--- config.mk ---
export PLATFORM = sky130hd
export DESIGN_NAME = onee_pitch
export DESIGN_NICKNAME = d
export VERILOG_FILES = /design/src/hw/rtl/onee_pkg.sv /design/src/hw/rtl/onee_pitch.sv
export VERILOG_INCLUDE_DIRS = /design/src /design/src/hw/rtl
export SDC_FILE = /design/constraint.sdc
export NUM_CORES = 2
export LEC_CHECK = 0
export BUFFER_PORTS_ARGS = -buffer_cell sky130_fd_sc_hd__buf_2
export CORE_MARGIN = 10
export CORE_UTILIZATION = 30
export CTS_CLUSTER_DIAMETER = 80
export DETAILED_ROUTE_END_ITERATION = 12
export PLACE_DENSITY_LB_ADDON = 0.05
export SLEW_MARGIN = 5
export SYNTH_ARGS = -nofsm -noshare
export SYNTH_HDL_FRONTEND = slang
export SYNTH_SLANG_ARGS = --single-unit
--- constraint.sdc ---
create_clock -name clk -period 13.54 [get_ports clk]
set_input_delay 0.677 -clock clk [delete_from_list [all_inputs] [get_ports clk]]
set_output_delay 0.677 -clock clk [all_outputs]
set_load 0.02 [all_outputs]
--- src/hw/rtl/opl_write_note_event_extractor_core_macros.svh ---
// Assertion macros shared by the note event extractor RTL.
`ifndef OPL_WRITE_NOTE_EVENT_EXTRACTOR_CORE_MACROS_SVH
`define OPL_WRITE_NOTE_EVENT_EXTRACTOR_CORE_MACROS_SVH
// Implication checked on every clock edge outside reset.
`define ONEE_ASSERT_IMP(label, ante, cons, msg) \
  label: assert property (@(posedge clk) disable iff (!rst_n) (ante) |-> (cons)) \
    else $error(msg);
// Next-cycle implication checked outside reset.
`define ONEE_ASSERT_NXT(label, ante, cons, msg) \
  label: assert property (@(posedge clk) disable iff (!rst_n) (ante) |=> (cons)) \
    else $error(msg);
`endif

--- src/hw/rtl/onee_pkg.sv ---
// Package: shared types, constants and tables for the note event extractor.
package onee_pkg;
  localparam int PatchSlots = 128;
  localparam int PatchIdxW  = 7;
  localparam int NoteBits   = 16;
  localparam int TimeBits   = 32;
  localparam int NChan      = 9;

  typedef enum logic [1:0] {
    EV_START = 2'd0,
    EV_END   = 2'd1,
    EV_SONG  = 2'd2
  } ev_kind_t;

  typedef enum logic [4:0] {
    ST_IDLE,
    ST_KEY,
    ST_FSCAN,
    ST_FRD,
    ST_PGATH,
    ST_PSRCH,
    ST_PCMP,
    ST_PADD,
    ST_PITCH,
    ST_FOUT,
    ST_ESCAN,
    ST_SONG,
    ST_CLEAR,
    ST_WAIT
  } state_t;

  typedef enum logic [1:0] {
    RET_NONE,
    RET_WRITE_FILL,
    RET_END_SCAN,
    RET_SONG
  } ret_t;

  // Pitch unit control
  typedef struct packed {
    logic       start;
    logic [2:0] block;
    logic [9:0] fnum;
  } pitch_req_t;

  typedef struct packed {
    logic       done;
    logic [6:0] note;
  } pitch_rsp_t;

  // Operator slot offset for each melodic channel
  function automatic logic [4:0] op_slot(input logic [3:0] ch);
    logic [4:0] s;
    unique case (ch)
      4'd0: s = 5'd0;
      4'd1: s = 5'd1;
      4'd2: s = 5'd2;
      4'd3: s = 5'd8;
      4'd4: s = 5'd9;
      4'd5: s = 5'd10;
      4'd6: s = 5'd16;
      4'd7: s = 5'd17;
      4'd8: s = 5'd18;
      default: s = 5'd0;
    endcase
    return s;
  endfunction

  // 2^((2r-1)/24) scaled by 1e9
  function automatic logic [30:0] quarter_ratio(input logic [3:0] r);
    logic [30:0] q;
    unique case (r)
      4'd0:  q = 31'd971531941;
      4'd1:  q = 31'd1029302237;
      4'd2:  q = 31'd1090507733;
      4'd3:  q = 31'd1155352697;
      4'd4:  q = 31'd1224053543;
      4'd5:  q = 31'd1296839555;
      4'd6:  q = 31'd1373953647;
      4'd7:  q = 31'd1455653183;
      4'd8:  q = 31'd1542210825;
      4'd9:  q = 31'd1633915453;
      4'd10: q = 31'd1731073122;
      4'd11: q = 31'd1834008086;
      default: q = 31'd0;
    endcase
    return q;
  endfunction
endpackage

--- src/hw/rtl/onee_pitch.sv ---
// Iterative pitch unit: counts note thresholds reached, one per cycle.
module onee_pitch (
  input  logic                 clk,
  input  logic                 rst_n,
  input  onee_pkg::pitch_req_t req,
  output onee_pkg::pitch_rsp_t rsp
);
  import onee_pkg::*;
  `include "opl_write_note_event_extractor_core_macros.svh"

  // lhs = fnum*49716*2^block*1e9 ; thr = 440*Q*2^(e/12+15)
  // Both sides divided by 1e9*... are not integral, so compare scaled:
  // fnum*49716*1e9 << block vs 440*Q << sh. Split: a = fnum*49716 (26 bits),
  // b = 440*Q (40 bits). Compare a*1e9 << block with b << sh, done as
  // a*1e9 computed once in the first phase (reused constant), then shifts only.
  // e = n+2 is tracked as remainder and quotient by 12, stepped per note.
  logic        busy_r, busy_nxt;
  logic [1:0]  ph_r, ph_nxt;
  logic [6:0]  n_r, n_nxt;
  logic [6:0]  note_r, note_nxt;
  logic [25:0] a_r, a_nxt;
  logic [55:0] lhs_r, lhs_nxt;
  logic [2:0]  blk_r, blk_nxt;
  logic        fz_r, fz_nxt;
  logic        done_r, done_nxt;
  logic [3:0]  er_r, er_nxt;
  logic [3:0]  eq_r, eq_nxt;
  logic [39:0] thr_base;
  logic [63:0] thr;
  logic [63:0] lhs_full;

  // threshold for note n_r, e = n+2
  always_comb begin
    thr_base = 40'(440) * {9'd0, quarter_ratio(er_r)};
    thr      = {24'd0, thr_base} << ({1'b0, eq_r} + 5'd15);
    lhs_full = {8'd0, lhs_r} << blk_r;
  end

  always_comb begin
    busy_nxt = busy_r;
    ph_nxt   = ph_r;
    n_nxt    = n_r;
    note_nxt = note_r;
    a_nxt    = a_r;
    lhs_nxt  = lhs_r;
    blk_nxt  = blk_r;
    fz_nxt   = fz_r;
    er_nxt   = er_r;
    eq_nxt   = eq_r;
    done_nxt = 1'b0;
    if (req.start) begin
      busy_nxt = 1'b1;
      ph_nxt   = 2'd0;
      a_nxt    = 26'({16'd0, req.fnum} * 26'd49716);
      blk_nxt  = req.block;
      fz_nxt   = (req.fnum == 10'd0);
      n_nxt    = 7'd2;
      note_nxt = 7'd1;
      er_nxt   = 4'd4;
      eq_nxt   = 4'd0;
    end else if (busy_r) begin
      unique case (ph_r)
        2'd0: begin
          // a * 1e9 as 26x30 product, one multiply
          lhs_nxt = 56'({30'd0, a_r} * 56'd1000000000);
          ph_nxt  = 2'd1;
        end
        default: begin
          if (!fz_r && lhs_full >= thr) note_nxt = n_r;
          if (n_r == 7'd96) begin
            busy_nxt = 1'b0;
            done_nxt = 1'b1;
          end
          n_nxt = n_r + 7'd1;
          // step e by one: wrap remainder at 12
          if (er_r == 4'd11) begin
            er_nxt = 4'd0;
            eq_nxt = eq_r + 4'd1;
          end else begin
            er_nxt = er_r + 4'd1;
          end
        end
      endcase
    end
  end

  always_ff @(posedge clk) begin
    if (!rst_n) begin
      busy_r <= 1'b0;
      done_r <= 1'b0;
      ph_r   <= 2'd0;
    end else begin
      busy_r <= busy_nxt;
      done_r <= done_nxt;
      ph_r   <= ph_nxt;
    end
    n_r    <= n_nxt;
    note_r <= note_nxt;
    a_r    <= a_nxt;
    lhs_r  <= lhs_nxt;
    blk_r  <= blk_nxt;
    fz_r   <= fz_nxt;
    er_r   <= er_nxt;
    eq_r   <= eq_nxt;
  end

  assign rsp.done = done_r;
  assign rsp.note = note_r;

  `ONEE_ASSERT_IMP(a_note_range, rsp.done, rsp.note >= 7'd1 && rsp.note <= 7'd96, "xm note out of range")
  `ONEE_ASSERT_NXT(a_done_ends, rsp.done, !busy_r || req.start, "pitch unit busy after done")
  `ONEE_ASSERT_NXT(a_start_busy, req.start, busy_r, "pitch unit did not start")
endmodule

# After elaboration in Yosys (flattened, before gate mapping)
# Memories as Yosys holds them, arrays and structs flattened. A register that Yosys moved wholly into a read port is not among the register bits.
# Index checks and enable logic that the tools add are counted.
# classes
n_addsub,4
reduce_logical,11
shift,2
eq_ne,2
mul,3
muxes,8
div,0
bitwise_logic,4
magnitude_cmp,1
# op_table
operator,count
64-bit >= comparator,1
40-bit by 5-bit << shifter with 64-bit output,1
56-bit by 3-bit << shifter with 64-bit output,1
"24-bit by 21-bit multiplier with 45-bit output, second input constant",1
"6-bit by 31-bit multiplier with 37-bit output, first input constant",1
"10-bit by 14-bit multiplier with 24-bit output, second input constant",1
4-bit two-way mux,3
10-bit logical NOT,1
3-bit AND reduction,3
"4-bit by 1-bit adder with 4-bit output, second input constant",2
"7-bit by 1-bit adder with 7-bit output, second input constant",1
"7-bit equality test, second input constant",1
"4-bit by 4-bit adder with 5-bit output, second input constant",1
1-bit two-way mux,5
"4-bit equality test, second input constant",1
1-bit NOT,4
2-bit AND reduction,2
4-bit OR reduction,1
2-bit logical NOT,1
2-bit OR reduction,1
1-bit logical AND,1
1-bit logical NOT,1
# totals
mem_count,1
out_inout_bits,8
ramBits,0
latchBits,0
rom_bits,496
register_bits,98
elab_cells,47
# memory_table
memory,words,word_bits,rd,rd_ports_with_merged_regs,wr,line_no,rtl
(name not given),16,31,1,1,0,onee_pkg.sv:72,unique case (r)

# Longest topological paths before layout
# depth
word_depth,5
ltp_mapped,28
ltp_nobuf,28

# Worst setup path before layout
# OpenSTA, ideal clock, no wires.
# synth_timing
path_type,register -> register
from,reg (tool-made name)
to,reg note_r[0]
arrival_ps,6525
path_buffers,0
required_ps,13468
stages_incl_launch_ff,27
slack_ps,6943
cell_sequence,dfxtp_1 > fa_1 > fa_1 > inv_1 > fa_1 > inv_1 > ha_1 > o21ai_1 > a21oi_2 > o311a_4 > o2111ai_2 > a21oi_1 > or4b_4 > a221o_1 > or2_0 > o22a_1 > mux2_2 > ha_1 > nand3_1 > nor2_1 > inv_1 > nor4_1 > o2111ai_1 > a31oi_1 > o21ai_0 > a211oi_4 > mux2i_1
# synth_lines
item,line_no,rtl
"end signal, assigned",onee_pitch.sv:98,note_r <= note_nxt;
"end, declared",onee_pitch.sv:20,"logic [6:0] note_r, note_nxt;"

==> qor.yml <==
run_status: "completed"
synth_cell_type_count: 94
totalWireLength_um: 79700
synth_top_area_cell: "fa_1"
worst_pin_slew_ps: 985
ff2ff_setup_slack_ps: 5330
hpwlAfterDp_um: 69500
vias: 20233
r2r_cells: 26
skew_ps: 18.2
cts_hold_buffers: 0
maxSlewViolCount: 0
synth_edf_count: 73
min_to: "blk_r[0]$_DFFE_PP_"
fp.coreArea_um2: 90000
grt_pass1_vias: 21030
dr.pass1.iters: 5
wl_per_cell_um: 19.9
finalHoldViolCount: 0
synth_fp_nets: 3646
period_needed_ps: 8210
clockRootBuffer: "clkbuf_16"
setup_viol: 0
async_flop_share_pct: 0
start_util_pct: 30.2
crit_path_end_kind: "flip-flop"
synth_top_area_share_pct: 23.9
fp.dieW_um: 321
cap_violations: 0
htreeDepth: 4
required_ps: 13930
worstHoldStart: "req[10]"
syn_to_final_growth_pct: 7.13
path_max_fanout: 10
cts_resized: 0
nets: 3607
antenna-diode-count: 0
hold_path_depth: 1
ys_seq_area_share_pct: 12.2
critPathArrivalTime_ps: 8610
clock_sinks: 129
syn_inst: 2855
postSynthAreaPerCell_um2: 9.52
post_cts_buffers: 0
ant_nets: 0
detail_route.vias_per_cell: 5.05
path_clk_slew_ps: 60
hold_class: "in -> reg"
track_usage_pct: 15.6
insertion_delay_ps: 480
yosysWarnings: 0
grt_pass1_wl_um: 125000
r2r-end: "note_r[6]$_SDFFE_PP0P_"
timing.fmax_ghz: 0.122
post-route-drc-count: 0
port_buffers: 23
antenna_found_initial: 5
fin_setup_tns_ps: 0
drive_gt1_share_pct: 7.78
cts_tree: "done"
ys.flop_type: "edfxtp_1"
synth_area_um2: 27200
overflow: 0
drtIter0Drc: 1181
cp-start-kind: "flip-flop"
numCtsBuffers: 17
ios: 24
period_share_pct: 60.7
critPathKind: "reg -> reg"
synthTopCellsByArea: "fa_1 (24%), ha_1 (21%), edfxtp_1 (8.1%)"
clock_path_buffers: 2
synth-seq-cells: 129
rsz0062_at_grt: "false"
die-height_um: 321
slew_headroom_pct: 33.4
grt_max_degree: 55
die_area_um2: 103000
num_rows: 110
gp_congestion: 0.918
==> how the worst max path moves through the flow <==
stage | start | slack, ps | cells past startpoint | to
3_3_place_gp | flip-flop | 5410 | 26 | note_r[6]$_SDFFE_PP0P_
4_1_cts | flip-flop | 5320 | 26 | note_r[6]$_SDFFE_PP0P_
6_report | flip-flop | 5330 | 26 | note_r[6]$_SDFFE_PP0P_
5_1_grt | flip-flop | 4590 | 26 | note_r[0]$_SDFFE_PP1P_
3_5_place_dp | flip-flop | 5360 | 26 | note_r[6]$_SDFFE_PP0P_
2_1_floorplan | flip-flop | 6940 | 26 | note_r[0]$_SDFFE_PP1P_
==> cells by family after synthesis <==
kind of cell / synth area share (%)
multiplexers: 8.40
AO/OA/AOI/OAI: 13.0
adder cells (fa/ha/maj): 44.6
XOR/XNOR: 3.38
flip-flops: 12.2
buffers and inverters: 8.48
AND/OR/NAND/NOR: 9.91
==> final cells by class <==
type | instances | area, um^2
Fill cell | 9492 | 60900
Multi-Input combinational cell | 2116 | 21600
Sequential cell | 129 | 3310
Inverter | 512 | 1920
Tap cell | 1176 | 1470
Clock buffer | 20 | 449
Timing Repair Buffer | 40 | 243
Clock inverter | 12 | 98.8
==> worst max-delay path: stages (launching register included) <==
cell       delay, ps
dfxtp_1          470
fa_1             480
fa_1             500
inv_1             60
fa_1             540
inv_1             50
ha_1             490
o21ai_0          180
a2111oi_0        510
o2111ai_1        340
nand3_1          300
a21oi_1          120
xnor2_1          470
mux4_2           350
mux2i_1          110
o22a_1           250
mux2_2           310
ha_1             320
nand3_1           90
nor2_1           160
inv_1             60
nor4_1           480
o2111ai_1        190
a31oi_1          210
o21ai_0          150
a211oi_4         680
mux2i_1          260
==> cells in the mapped netlist, types with 59 or more instances <==
master and n:
inv_1 507, ha_1 451, fa_1 324, a21oi_1 143, nand2_1 139, nor2_1 133
o21ai_0 104, edfxtp_1 73, clkbuf_1 70, xnor2_1 63, nand3_1 61, mux2i_1 59
==> layout by cell type (no fill, tap or decap), types with 49 or more instances in the layout <==
cell type	Yosys	layout
nand3_1	61	61
xnor2_1	63	61
nand2_1	139	139
mux4_2	49	49
ha_1	451	451
a21o_1	54	54
edfxtp_1	73	73
mux2_2	51	51
fa_1	324	324
dfxtp_1	56	55
a21oi_1	143	143
o21ai_0	104	104
nor2_1	133	133
inv_1	507	507
mux2i_1	59	59
==> per-layer routing <==
metal	part of all wire [%]	wire [um]	GRT usage, %
met1	46	37000	21.1
met2	48	38500	26.1
met3	3.3	2660	2.01
met4	1.9	1530	3.83
met5	0.023	18	0
==> metrics by stage <==
stage / instance area (um^2) / cells / setup WS, ps / hold WS (ps) / util [%]
after floorplan: 27200 / 2855 / 6940 / 465 / -
after global placement: 28600 / 3973 / 5410 / 460 / 31.7
after detailed placement: 28600 / 3973 / 5360 / 465 / 31.7
after CTS: 29100 / 4005 / 5320 / 352 / 32.3
after global routing: 29100 / 4005 / 4590 / 362 / 32.3
final: 29100 / 4005 / 5330 / 395 / 32.3
Power is left out: the tool's default activity adds up to more than one toggle a clock period on the data nets, which glitch-free logic cannot reach.
